### src/sv/bced_pkg.sv
// ----------------------------------------------------------------------------
// bced_pkg: shared types and constants of the cross erode/dilate block
// Controller states, command and status groups between controller and
// datapath, register indexes and register reset values.
// ----------------------------------------------------------------------------
package bced_pkg;

  typedef enum logic [2:0] {
    S_IDLE,
    S_RD_C,
    S_RD_R,
    S_CALC,
    S_FL_RD,
    S_FL_OUT
  } bced_state_t;

  typedef struct packed {
    logic cap_in;
    logic rd_c;
    logic rd_r;
    logic calc;
    logic flush_rd;
    logic flush_out;
  } bced_cmd_t;

  typedef struct packed {
    logic k_last;
    logic r_zero;
    logic r_last;
    logic j_last;
    logic out_free;
  } bced_sts_t;

  localparam int CFG_AW = 4;
  localparam int CFG_DW = 32;

  localparam logic [1:0] REG_MODE   = 2'd0;
  localparam logic [1:0] REG_WIDTH  = 2'd1;
  localparam logic [1:0] REG_HEIGHT = 2'd2;

  localparam logic        MODE_RST   = 1'b0;
  localparam logic [5:0]  WIDTH_RST  = 6'd32;
  localparam logic [12:0] HEIGHT_RST = 13'd1024;

endpackage

### src/sv/binary_cross_erode_dilate.sv
// ----------------------------------------------------------------------------
// binary_cross_erode_dilate: streamed 3x3 cross erosion and dilation
// Binary image in raster order, one word of pixels per request.
// ----------------------------------------------------------------------------
// Source words enter on the in_ stream and result words leave on the out_
// stream, one row behind the source. Each word is a run of LANES pixels,
// bit 0 leftmost, 1 white. mode, width_words and height_rows are set over
// the cfg_ APB port; every register write restarts the frame at row 0.
// An input word passes through four steps: capture, a read of the middle
// and upper row stores, a read of the right-hand neighbour word, and the
// kernel update with the store write. The single read port of the
// middle-row store keeps the two reads apart. A result word is ready in the
// output register in the cycle after the update. The final word of the
// image then walks the last row out of the store, each word read, then
// loaded into the output register, and the final word of the image carries
// out_tlast. A stalled receiver holds the output register and the sequencer
// waits with it. Reset returns the sequencer to idle, empties the output
// register and restarts the frame; store contents need no reset.
// ----------------------------------------------------------------------------
module binary_cross_erode_dilate #(
  parameter int LANES     = 32,
  parameter int MAX_WORDS = 32,
  parameter int MAX_ROWS  = 4096,
  localparam int TDATA_W  = ((LANES + 7) / 8) * 8
) (
  input  logic                        clk,
  input  logic                        rst_n,
  // in_tdata: pixel_word [LANES-1:0]
  input  logic                        in_tvalid,
  output logic                        in_tready,
  input  logic [TDATA_W-1:0]          in_tdata,
  // out_tdata: result_word [LANES-1:0]; out_tlast: image_last
  output logic                        out_tvalid,
  input  logic                        out_tready,
  output logic [TDATA_W-1:0]          out_tdata,
  output logic                        out_tlast,
  input  logic                        cfg_psel,
  input  logic                        cfg_penable,
  input  logic                        cfg_pwrite,
  input  logic [bced_pkg::CFG_AW-1:0] cfg_paddr,
  input  logic [bced_pkg::CFG_DW-1:0] cfg_pwdata,
  output logic [bced_pkg::CFG_DW-1:0] cfg_prdata,
  output logic                        cfg_pready
);

  localparam int AW = (MAX_WORDS > 1) ? $clog2(MAX_WORDS) : 1;
  localparam int RW = $clog2(MAX_ROWS);

  bced_pkg::bced_cmd_t cmd;
  bced_pkg::bced_sts_t sts;
  logic                mode;
  logic [AW-1:0]       wm1;
  logic [RW-1:0]       hm1;
  logic                restart;
  logic [LANES-1:0]    out_data;

  bced_regs #(
    .MAX_WORDS (MAX_WORDS),
    .MAX_ROWS  (MAX_ROWS)
  ) u_regs (
    .clk         (clk),
    .rst_n       (rst_n),
    .cfg_psel    (cfg_psel),
    .cfg_penable (cfg_penable),
    .cfg_pwrite  (cfg_pwrite),
    .cfg_paddr   (cfg_paddr),
    .cfg_pwdata  (cfg_pwdata),
    .cfg_prdata  (cfg_prdata),
    .cfg_pready  (cfg_pready),
    .mode        (mode),
    .wm1         (wm1),
    .hm1         (hm1),
    .restart     (restart)
  );

  bced_ctrl u_ctrl (
    .clk       (clk),
    .rst_n     (rst_n),
    .in_tvalid (in_tvalid),
    .in_tready (in_tready),
    .sts       (sts),
    .cmd       (cmd)
  );

  bced_dp #(
    .LANES     (LANES),
    .MAX_WORDS (MAX_WORDS),
    .MAX_ROWS  (MAX_ROWS)
  ) u_dp (
    .clk        (clk),
    .rst_n      (rst_n),
    .cmd        (cmd),
    .sts        (sts),
    .mode       (mode),
    .wm1        (wm1),
    .hm1        (hm1),
    .restart    (restart),
    .in_data    (in_tdata[LANES-1:0]),
    .out_tready (out_tready),
    .out_tvalid (out_tvalid),
    .out_data   (out_data),
    .out_last   (out_tlast)
  );

  assign out_tdata = TDATA_W'(out_data);

endmodule

### src/sv/bced_ram.sv
// ----------------------------------------------------------------------------
// bced_ram: generic single-port-write, single-port-read RAM
// One write and one registered read per cycle; the read data holds while
// no read is requested.
// ----------------------------------------------------------------------------
module bced_ram #(
  parameter int WIDTH = 32,
  parameter int DEPTH = 32,
  localparam int AW = (DEPTH > 1) ? $clog2(DEPTH) : 1
) (
  input  logic             clk,
  input  logic             we,
  input  logic [AW-1:0]    waddr,
  input  logic [WIDTH-1:0] wdata,
  input  logic             re,
  input  logic [AW-1:0]    raddr,
  output logic [WIDTH-1:0] rdata
);

  logic [WIDTH-1:0] mem_r [DEPTH];
  logic [WIDTH-1:0] rdata_r;

  always_ff @(posedge clk) begin
    if (we) begin
      mem_r[waddr] <= wdata;
    end
    if (re) begin
      rdata_r <= mem_r[raddr];
    end
  end

  assign rdata = rdata_r;

endmodule

### src/sv/bced_regs.sv
// ----------------------------------------------------------------------------
// bced_regs: configuration registers
// APB-style register file for mode, width and height, with the clamped
// last-word and last-row indexes and a frame restart pulse on each write.
// ----------------------------------------------------------------------------
module bced_regs #(
  parameter int MAX_WORDS = 32,
  parameter int MAX_ROWS  = 4096,
  localparam int AW = (MAX_WORDS > 1) ? $clog2(MAX_WORDS) : 1,
  localparam int RW = $clog2(MAX_ROWS)
) (
  input  logic                       clk,
  input  logic                       rst_n,
  input  logic                       cfg_psel,
  input  logic                       cfg_penable,
  input  logic                       cfg_pwrite,
  input  logic [bced_pkg::CFG_AW-1:0] cfg_paddr,
  input  logic [bced_pkg::CFG_DW-1:0] cfg_pwdata,
  output logic [bced_pkg::CFG_DW-1:0] cfg_prdata,
  output logic                       cfg_pready,
  output logic                       mode,
  output logic [AW-1:0]              wm1,
  output logic [RW-1:0]              hm1,
  output logic                       restart
);

  localparam int WX = ($clog2(MAX_WORDS + 1) > 6) ? $clog2(MAX_WORDS + 1) : 6;
  localparam int HX = ($clog2(MAX_ROWS + 1) > 13) ? $clog2(MAX_ROWS + 1) : 13;

  logic        mode_r;
  logic [5:0]  width_r;
  logic [12:0] height_r;
  logic        wr_en;
  logic [1:0]  idx;
  logic [WX-1:0] w_ext;
  logic [HX-1:0] h_ext;

  assign cfg_pready = 1'b1;
  assign wr_en      = cfg_psel & cfg_penable & cfg_pwrite;
  assign idx        = cfg_paddr[3:2];

  always_ff @(posedge clk) begin
    if (!rst_n) begin
      mode_r   <= bced_pkg::MODE_RST;
      width_r  <= bced_pkg::WIDTH_RST;
      height_r <= bced_pkg::HEIGHT_RST;
    end else if (wr_en) begin
      case (idx)
        bced_pkg::REG_MODE:   mode_r   <= cfg_pwdata[0];
        bced_pkg::REG_WIDTH:  width_r  <= cfg_pwdata[5:0];
        bced_pkg::REG_HEIGHT: height_r <= cfg_pwdata[12:0];
        default: ;
      endcase
    end
  end

  always_comb begin
    restart = wr_en && (idx inside {bced_pkg::REG_MODE, bced_pkg::REG_WIDTH,
                                    bced_pkg::REG_HEIGHT});
  end

  always_comb begin
    case (idx)
      bced_pkg::REG_MODE:   cfg_prdata = {{(bced_pkg::CFG_DW - 1){1'b0}}, mode_r};
      bced_pkg::REG_WIDTH:  cfg_prdata = bced_pkg::CFG_DW'(width_r);
      bced_pkg::REG_HEIGHT: cfg_prdata = bced_pkg::CFG_DW'(height_r);
      default:              cfg_prdata = '0;
    endcase
  end

  // Zero counts as one; anything above the store depth counts as the maximum.
  always_comb begin
    w_ext = WX'(width_r);
    if (w_ext == '0) begin
      wm1 = '0;
    end else if (w_ext > WX'(MAX_WORDS)) begin
      wm1 = AW'(MAX_WORDS - 1);
    end else begin
      wm1 = AW'(w_ext - WX'(1));
    end
  end

  always_comb begin
    h_ext = HX'(height_r);
    if (h_ext == '0) begin
      hm1 = '0;
    end else if (h_ext > HX'(MAX_ROWS)) begin
      hm1 = RW'(MAX_ROWS - 1);
    end else begin
      hm1 = RW'(h_ext - HX'(1));
    end
  end

  assign mode = mode_r;

endmodule

### src/sv/bced_ctrl.sv
// ----------------------------------------------------------------------------
// bced_ctrl: sequencing state machine
// Steps each input word through the store reads and the result update,
// then walks the last row out at the end of the image.
// ----------------------------------------------------------------------------
module bced_ctrl (
  input  logic                clk,
  input  logic                rst_n,
  input  logic                in_tvalid,
  output logic                in_tready,
  input  bced_pkg::bced_sts_t sts,
  output bced_pkg::bced_cmd_t cmd
);

  bced_pkg::bced_state_t state_r;
  bced_pkg::bced_state_t state_nxt;

  always_ff @(posedge clk) begin
    if (!rst_n) begin
      state_r <= bced_pkg::S_IDLE;
    end else begin
      state_r <= state_nxt;
    end
  end

  always_comb begin
    state_nxt = state_r;
    cmd       = '0;
    in_tready = 1'b0;
    case (state_r)
      bced_pkg::S_IDLE: begin
        in_tready = 1'b1;
        if (in_tvalid) begin
          cmd.cap_in = 1'b1;
          state_nxt  = bced_pkg::S_RD_C;
        end
      end
      bced_pkg::S_RD_C: begin
        cmd.rd_c  = 1'b1;
        state_nxt = bced_pkg::S_RD_R;
      end
      bced_pkg::S_RD_R: begin
        cmd.rd_r  = 1'b1;
        state_nxt = bced_pkg::S_CALC;
      end
      bced_pkg::S_CALC: begin
        // The first row produces nothing, so it need not wait for the output.
        if (sts.r_zero || sts.out_free) begin
          cmd.calc = 1'b1;
          if (sts.k_last && sts.r_last) begin
            state_nxt = bced_pkg::S_FL_RD;
          end else begin
            state_nxt = bced_pkg::S_IDLE;
          end
        end
      end
      bced_pkg::S_FL_RD: begin
        cmd.flush_rd = 1'b1;
        state_nxt    = bced_pkg::S_FL_OUT;
      end
      bced_pkg::S_FL_OUT: begin
        if (sts.out_free) begin
          cmd.flush_out = 1'b1;
          if (sts.j_last) begin
            state_nxt = bced_pkg::S_IDLE;
          end else begin
            state_nxt = bced_pkg::S_FL_RD;
          end
        end
      end
      default: begin
        state_nxt = bced_pkg::S_IDLE;
      end
    endcase
  end

endmodule

### src/sv/bced_dp.sv
// ----------------------------------------------------------------------------
// bced_dp: row stores, counters, cross kernel and output register
// Holds the two row stores, the word and row position, the previous middle
// word and the result register that faces the output channel.
// ----------------------------------------------------------------------------
module bced_dp #(
  parameter int LANES     = 32,
  parameter int MAX_WORDS = 32,
  parameter int MAX_ROWS  = 4096,
  localparam int AW = (MAX_WORDS > 1) ? $clog2(MAX_WORDS) : 1,
  localparam int RW = $clog2(MAX_ROWS)
) (
  input  logic                clk,
  input  logic                rst_n,
  input  bced_pkg::bced_cmd_t cmd,
  output bced_pkg::bced_sts_t sts,
  input  logic                mode,
  input  logic [AW-1:0]       wm1,
  input  logic [RW-1:0]       hm1,
  input  logic                restart,
  input  logic [LANES-1:0]    in_data,
  input  logic                out_tready,
  output logic                out_tvalid,
  output logic [LANES-1:0]    out_data,
  output logic                out_last
);

  logic [AW-1:0]    k_r;
  logic [AW-1:0]    j_r;
  logic [RW-1:0]    r_r;
  logic [LANES-1:0] x_r;
  logic [LANES-1:0] c_r;
  logic [LANES-1:0] u_r;
  logic [LANES-1:0] prev_r;
  logic [LANES-1:0] out_data_r;
  logic             out_valid_r;
  logic             out_last_r;

  logic             k_last;
  logic             out_free;
  logic             mid_re;
  logic [AW-1:0]    mid_raddr;
  logic [LANES-1:0] mid_rdata;
  logic [LANES-1:0] up_rdata;
  logic [LANES-1:0] lw;
  logic [LANES-1:0] rw;
  logic [LANES-1:0] left_tap;
  logic [LANES-1:0] right_tap;
  logic [LANES-1:0] res;
  logic             emit;

  assign k_last   = (k_r == wm1);
  assign out_free = !out_valid_r || out_tready;
  assign emit     = cmd.calc && (r_r != '0);

  assign sts.k_last   = k_last;
  assign sts.r_zero   = (r_r == '0);
  assign sts.r_last   = (r_r == hm1);
  assign sts.j_last   = (j_r == wm1);
  assign sts.out_free = out_free;

  // The middle store is read at the current word, then at its right
  // neighbour, and during the flush at the flush position.
  assign mid_re = cmd.rd_c || (cmd.rd_r && !k_last) || cmd.flush_rd;

  always_comb begin
    if (cmd.rd_r) begin
      mid_raddr = k_r + AW'(1);
    end else if (cmd.flush_rd) begin
      mid_raddr = j_r;
    end else begin
      mid_raddr = k_r;
    end
  end

  bced_ram #(
    .WIDTH (LANES),
    .DEPTH (MAX_WORDS)
  ) u_mid_ram (
    .clk   (clk),
    .we    (cmd.calc),
    .waddr (k_r),
    .wdata (x_r),
    .re    (mid_re),
    .raddr (mid_raddr),
    .rdata (mid_rdata)
  );

  bced_ram #(
    .WIDTH (LANES),
    .DEPTH (MAX_WORDS)
  ) u_up_ram (
    .clk   (clk),
    .we    (cmd.calc),
    .waddr (k_r),
    .wdata (c_r),
    .re    (cmd.rd_c),
    .raddr (k_r),
    .rdata (up_rdata)
  );

  // Bit 0 is the leftmost pixel, so the left neighbour comes from one bit
  // lower and the right neighbour from one bit higher.
  always_comb begin
    lw        = (k_r == '0) ? '0 : prev_r;
    rw        = k_last ? '0 : mid_rdata;
    left_tap  = {c_r[LANES-2:0], lw[LANES-1]};
    right_tap = {rw[0], c_r[LANES-1:1]};
    if (mode) begin
      res = c_r | left_tap | right_tap | u_r | x_r;
    end else begin
      res = c_r & left_tap & right_tap & u_r & x_r;
    end
    if (r_r == RW'(1)) begin
      res = c_r;
    end else begin
      if (k_r == '0) begin
        res[0] = c_r[0];
      end
      if (k_last) begin
        res[LANES-1] = c_r[LANES-1];
      end
    end
  end

  always_ff @(posedge clk) begin
    if (cmd.cap_in) begin
      x_r <= in_data;
    end
    if (cmd.rd_r) begin
      c_r <= mid_rdata;
      u_r <= up_rdata;
    end
  end

  always_ff @(posedge clk) begin
    if (!rst_n || restart) begin
      k_r    <= '0;
      r_r    <= '0;
      j_r    <= '0;
      prev_r <= '0;
    end else if (cmd.calc) begin
      if (k_last && (r_r == hm1)) begin
        k_r    <= '0;
        r_r    <= '0;
        j_r    <= '0;
        prev_r <= '0;
      end else if (k_last) begin
        k_r    <= '0;
        r_r    <= r_r + RW'(1);
        prev_r <= c_r;
      end else begin
        k_r    <= k_r + AW'(1);
        prev_r <= c_r;
      end
    end else if (cmd.flush_out) begin
      j_r <= j_r + AW'(1);
    end
  end

  always_ff @(posedge clk) begin
    if (!rst_n) begin
      out_valid_r <= 1'b0;
    end else if (emit || cmd.flush_out) begin
      out_valid_r <= 1'b1;
    end else if (out_tready) begin
      out_valid_r <= 1'b0;
    end
  end

  always_ff @(posedge clk) begin
    if (emit) begin
      out_data_r <= res;
      out_last_r <= 1'b0;
    end else if (cmd.flush_out) begin
      out_data_r <= mid_rdata;
      out_last_r <= (j_r == wm1);
    end
  end

  assign out_tvalid = out_valid_r;
  assign out_data   = out_data_r;
  assign out_last   = out_last_r;

endmodule

### config.mk
export PLATFORM = sky130hd
export DESIGN_NAME = binary_cross_erode_dilate
export DESIGN_NICKNAME = d
export VERILOG_FILES = /design/src/sv/bced_pkg.sv /design/src/sv/binary_cross_erode_dilate.sv /design/src/sv/bced_ram.sv /design/src/sv/bced_regs.sv /design/src/sv/bced_ctrl.sv /design/src/sv/bced_dp.sv
export SDC_FILE = /design/constraint.sdc
export NUM_CORES = 2
export LEC_CHECK = 0
export ABC_AREA = 1
export BUFFER_PORTS_ARGS = -buffer_cell sky130_fd_sc_hd__buf_2
export CORE_MARGIN = 2
export CORE_UTILIZATION = 55
export CTS_CLUSTER_SIZE = 24
export DETAILED_ROUTE_END_ITERATION = 8
export GPL_TIMING_DRIVEN = 0
export PLACE_DENSITY = 0.73
export SLEW_MARGIN = 10
export SYNTH_ARGS = -nofsm -noshare
export SYNTH_HDL_FRONTEND = slang
export SYNTH_SLANG_ARGS = --single-unit
### constraint.sdc
create_clock -name clk -period 15 [get_ports clk]
set_clock_uncertainty 0.2 [all_clocks]
set_input_delay 3 -clock clk [delete_from_list [all_inputs] [get_ports clk]]
set_output_delay 3 -clock clk [all_outputs]
set_load 0.05 [all_outputs]
# --- Word level (Yosys, flattened, before mapping) ---
# Memories as Yosys holds them, arrays and structs flattened. A register that Yosys moved wholly into a read port is not among the register bits.
# Index checks and enable logic that the tools add are counted.
op_classes:
  add_sub_neg: 5
  n_lt_le_gt_ge: 2
  eq_ne: 15
  mux: 45
  bitwise: 10
  n_reduce_logical: 31
ops:
  columns: ["cell", "count"]
  rows:
  - ["$mux W32", 5]
  - ["$and A32 B32 Y32", 4]
  - ["$or A32 B32 Y32", 4]
  - ["$mux W12", 4]
  - ["$mux W5", 9]
  - ["$pmux W13 S3", 1]
  - ["$mux W30", 1]
  - ["$mux W1", 19]
  - ["$pmux W3 S6", 1]
  - ["$mux W3", 5]
  - ["$gt A13 B13 Y1 const B", 1]
  - ["$logic_not A13 Y1", 1]
  - ["$add A12 B1 Y12 const B", 1]
  - ["$eq A12 B1 Y1 const B", 1]
  - ["$eq A12 B12 Y1", 1]
  - ["$logic_not A12 Y1", 1]
  - ["$reduce_bool A12 Y1", 1]
  - ["$sub A12 B1 Y12 const B", 1]
  - ["$add A5 B1 Y5 const B", 2]
  - ["$eq A5 B5 Y1", 2]
  - ["$reduce_and A2 Y1", 5]
  - ["$reduce_bool A2 Y1", 4]
  - ["$eq A3 B2 Y1 const B", 2]
  - ["$eq A3 B3 Y1 const B", 2]
  - ["other kinds (17)", 30]
word_totals:
  reg_bits: 207
  ram_bits: 2048
  inputBits: 75
  output_inout_bits: 68
  wordCells: 124
  mem_count: 2
mem_list:
  columns: ["memory", "words", "width", "read_ports", "rd_ports_with_merged_regs", "wr", "line", "source"]
  rows:
  - ["u_dp.u_mid_ram.mem_r", 32, 32, 1, 1, 1, "bced_ram.sv:20", "logic [WIDTH-1:0] mem_r [DEPTH];"]
  - ["u_dp.u_up_ram.mem_r", 32, 32, 1, 1, 1, "bced_ram.sv:20", null]

# --- Longest topological paths before layout ---
logic_depth:
  ltp_word: 12
  depth_mapped: 17

# --- Hierarchy ---
# A second synthesis with hierarchy kept.
unflattened:
  cells_unflattened: 8136
  hier_area_um2: 94712.1
modules_own_cells:
  columns: ["mod", "n_inst", "cells_per_inst", "area_each_um2", "seq_area_each_um2"]
  rows:
  - ["bced_ram", 2, 3536, 42726.0, 31710.4]
  - ["bced_dp", 1, 786, 7452.1, 4344.2]
  - ["bced_regs", 1, 234, 1561.5, 400.4]
  - ["bced_ctrl", 1, 44, 246.5, 60.1]

# --- Worst setup path after synthesis ---
# OpenSTA, ideal clock, no wires.
synth_path:
  kind: "input-to-output"
  from: "in cfg_paddr[3] in the netlist's numbering"
  to: "out cfg_prdata[3] in the netlist's numbering"
  t_arrival_ps: 4283
  path_slack_ps: 7517
  cell_stages: 4
  cell_sequence: "inv_1 nor2_1 inv_1 o21ai_0"
synth_via:
  elab_chain_len: 2
  word_cells_on_any_way: 4
  cone_classes: "2 x eq/ne; 1 x mux; 1 x reduce/logical"
synth_rtl:
  columns: ["item", "line", "source"]
  rows:
  - ["from (decl)", "binary_cross_erode_dilate.sv:40", "input logic [bced_pkg::CFG_AW-1:0] cfg_paddr,"]
  - ["$eq A2 B2 Y1 (tied with other cells)", "bced_regs.sv:63", "case (idx)"]
  - ["$pmux W13 S3 (*)", "bced_regs.sv:63", null]
  - ["to (decl)", "binary_cross_erode_dilate.sv:42", "output logic [bced_pkg::CFG_DW-1:0] cfg_prdata,"]
# Mark *: on every way between the ends. The rest lies on a longest branch, timed or not.

# --- Worst setup path in the final report ---
layout_path:
  from: "in cfg_paddr[3] in the netlist's numbering"
  to: "out cfg_prdata[4] in the netlist's numbering"
# Same word-level chain as after synthesis.

==> metrics.md <==
| Metric | Value |
|---|---|
| Status | complete, but fails checks |
| Failing checks | DRC |
| Clock Latency Late Sink | ~860 ps |
| Initial core utilization | a little under three fifths |
| Seq/Total Area, Yosys | approximately three quarters |
| Max incr delay on CP | between 300 and 400 ps |
| DRT Wirelength | 291000 um |
| Post-synth top area share | between 70 and 80% |
| Die area | between 150000 and 200000 sq um |
| CTS resizes | 0 |
| Number of antenna violations at the first check in global routing | 12 |
| Post-route cell area | roughly 100000 sq um |
| Reg-to-reg startpoint | u_dp.k_r[0]$_SDFFE_PP0P_ |
| Leading post-synthesis cells by cell area | edfxtp_1 (74%), o21ai_0 (4.6%), o211ai_1 (4.3%) |
| Tcrit/Tclk final | approximately half |
| Synth Instances | between 6000 and 7000 |
| PwrDens | ~130 nW/um^2 |
| Switching pwr | about 0.0036 W |
| Pint | ~0.010 W |
| Area post-placement | a little under 100000 sq um |
| RePlAce Congestion | about 0.99 |
| PortBufs | 101 |
| Core Rows | between 100 and 150 |
| Critical path class | input pin to output pin |
| GRT Residual Overflow | 0 |
| CP delay by family, top | buffers and inverters |
| Area Growth Syn to Fin | 15.1% |
| GRT Total Usage | between 30 and 40% |
| Worst-path clk slew | ~60 ps |
| Post-synth EDFFs | ~2200 |
| # IOs | 143 |
| Critical path, cell by cell | buf_2, inv_1, nor2_1, inv_1, clkbuf_1, o22ai_1, buf_2 |
| Longest Clk Path Bufs | 3 |
| # fillers | about 11000 |
| Max_slew headroom | 3.99% |
| Total number of vias | 62400 |
| Max-Cap Viols | 0 |
| Worst Setup SP | cfg_paddr[3] |
| First-pass GRT wire length | between 400000 and 500000 um |
| Highest Clock Rate | about 140 MHz |
| Final core utilization | a little under two thirds |
| Post-synthesis area per instance | approximately 14 sq um |
| Async S/R FF share, synth | 0% |
| CP Data Arrival Time | 4190 ps |
| Main flop type after synthesis | edfxtp_1 |
| Sink Count | between 2000 and 2500 |
| Nets@finish | 7280 |
| Crit path time final | between 7000 and 8000 ps |
| WP buf/inv | 5 |
| Setup Fix Bufs, Post-CTS | 0 |
| Tightest Pin Transition | around 1400 ps |
| Core area | roughly 160000 sq um |
| Post-synth cell types | 48 |
| Inst Count DP | ~9000 |
| Number of DRC markers in iteration 0 | 10500 |
| Slowest stage cell on the critical path | clkbuf_1 |
| Die W | 410 um |
| Tightest Hold Check Type | flop to flop |
| RSZ-0062 raised after global routing | no |
| Leakage dissipation | ~34 nW |
| Reg power frac | 51.9% |
| Sw Share | 25.8% |
| Endpoints failing setup | 0 |
| Hold Buf Count CTS | 0 |
| Critical path launch point type | input pin |
| Clock power share | around 37% |
| Vias per std cell | 6.54 |
| Register bit total from synthesis | approximately 2300 |
| Mapped cell area | 90600 sq um |
| Critical path endpoint category | output pin |
| Pre-antenna DRT Iters | 9 |
| Vert. Die Dim | ~400 um |
| Area leader, netlist | edfxtp_1 |
| Crit path max fanout | 10 |
| Fin. max-slew vios | 0 |
| Hold path startpoint | u_dp.u_up_ram.rdata[1]$_DFFE_PP_ |
| Num CTS Buffers | 216 |
| WL/cell | between 30 and 40 um |
| Setup_tns | 0 ps |
| Htree depth | 4 |
| Comb power frac | about 11% |
| Yosys warns | 0 |
| Fin cells | 9547 |
| Detail Route Antenna Nets | 0 |
| Maximum vdd drop | roughly 0.14 mV |
| Pin count of the biggest net entering global routing | 63 |
| Hpwl dp | 198000 um |
| CTS tree | built |
| Layout cells sized above 1 | between 10% and 20% |
| Vias in the first global route | ~59000 |
| Clock Root Buffer | clkbuf_16 |
| Hold Vio Cnt, Final | 0 |
| DRC | 1 |
| Worst path required time | roughly 12000 ps |
==> cell type report <==
cell class	count	area, sq um	area share [%]
diodes	2	5.00	0.00480
plain buffers	460	1970	1.89
clock buffers	270	5660	5.42
clock inverters	124	960	0.920
inverters	268	1010	0.967
multi-input cells	3694	19800	19.0
flip-flops and latches	2288	68200	65.4
well taps	2175	2720	2.61
repair buffers	266	4010	3.85
==> per-stage QoR <==
step / hold WS (ps) / setup WS, ps / power [W]
2_1_floorplan: 200 / 7520 / 0.00821
3_3_place_gp: 204 / 3310 / 0.00883
3_5_place_dp: 205 / 7640 / 0.00889
4_1_cts: 220 / 7640 / 0.0140
5_1_grt: 234 / 7500 / 0.0144
6_report: 213 / 7610 / 0.0141
==> final timing paths <==
check	slack, ps	depth (start not counted)	endpoint
hold / removal	210	0	u_dp.u_r[1]$_DFFE_PP_
setup reg to reg	8100	15	u_dp.u_mid_ram.rdata[18]$_DFFE_PP_
setup / recovery	7610	7	cfg_prdata[4]
hold reg to reg	210	0	u_dp.u_r[1]$_DFFE_PP_
==> layout by cell type, fill, tap and decap left out, types with 11 or more instances in the layout <==
cell type	Yosys	routed
buf_1	28	28
ha_1	11	11
buf_12	0	73
inv_1	255	255
clkbuf_1	320	369
o211ai_1	520	520
o21ai_1	69	68
nand2_1	459	458
or2_2	45	45
clkinv_1	2	62
o22ai_1	288	288
buf_8	0	23
a221oi_1	63	63
nand4_1	11	11
nand3_1	178	178
or2_1	87	87
nor2_4	3	36
conb_1	2	20
buf_16	0	50
clkinv_2	0	37
or2_0	28	28
o21ai_0	824	824
a22o_1	62	62
buf_2	75	176
buf_4	35	42
dfxtp_1	48	48
clkbuf_16	0	227
a21oi_1	40	40
a31oi_1	33	33
nor4_1	30	30
edfxtp_1	2240	2240
nor2_1	863	826
xor2_1	16	16
==> power groups by stage <==
stage	combinational [W]	sequential [W]	clock, W
floorplan	0.000794	0.00741	0
global placement	0.00132	0.00751	0
detailed placement	0.00140	0.00749	0
CTS	0.00141	0.00736	0.00519
global route	0.00163	0.00731	0.00544
finish	0.00156	0.00731	0.00521
==> cells in the mapped netlist, drive strengths merged (3+ instances only) <==
library cell and instances:
a21oi 40, nor4 30, a221oi 63, xor2 16
nand3 182, inv 266, o21ai 894, dfxtp 48
nand2 463, a22o 62, xnor2 3, nor3 11
o22ai 288, a31oi 33, clkbuf 320, edfxtp 2240
ha 11, buf 140, nand4 13, nor2 871
o211ai 522, or2 160
==> cell families after synthesis <==
group                      Yosys count  synth area share, %
AOI/OAI and AO/OA                 1910                 13.0
xor gates and xnor gates            19                0.184
adders and majority gates           11                0.152
buffers and inverters              728                 3.28
DFF                               2288                 75.3
other                                2              0.00829
and+or+nand+nor                   1734                 8.11
==> flip-flops by register name (all words and copies together) (netlist names) <==
name and count:
u_dp.k_r 5, u_regs.mode 1, u_dp.u_mid_ram.rdata 32, u_dp.u_up_ram.rdata 32, u_dp.prev_r 1, u_dp.u_r 32, u_dp.u_mid_ram.mem_r 1024, u_dp.x_r 32
u_ctrl.state_r 3, u_regs.h_ext 13, u_regs.w_ext 6, u_dp.j_r 5, u_dp.out_data 32, u_dp.c_r 32, u_dp.out_tvalid 1, u_dp.u_up_ram.mem_r 1024
u_dp.out_last 1, u_dp.r_r 12
==> routing by layer <==
layer  global-route usage [%]  vias up  wire length, um
met4                     21.5       12            22000
li1                         -    26200                -
met3                     8.55     1121            38400
met2                     53.5     5017           134000
met5                        0        -               74
met1                     42.1    30100            96000
Note: power is estimated with default switching activity, not from simulation.
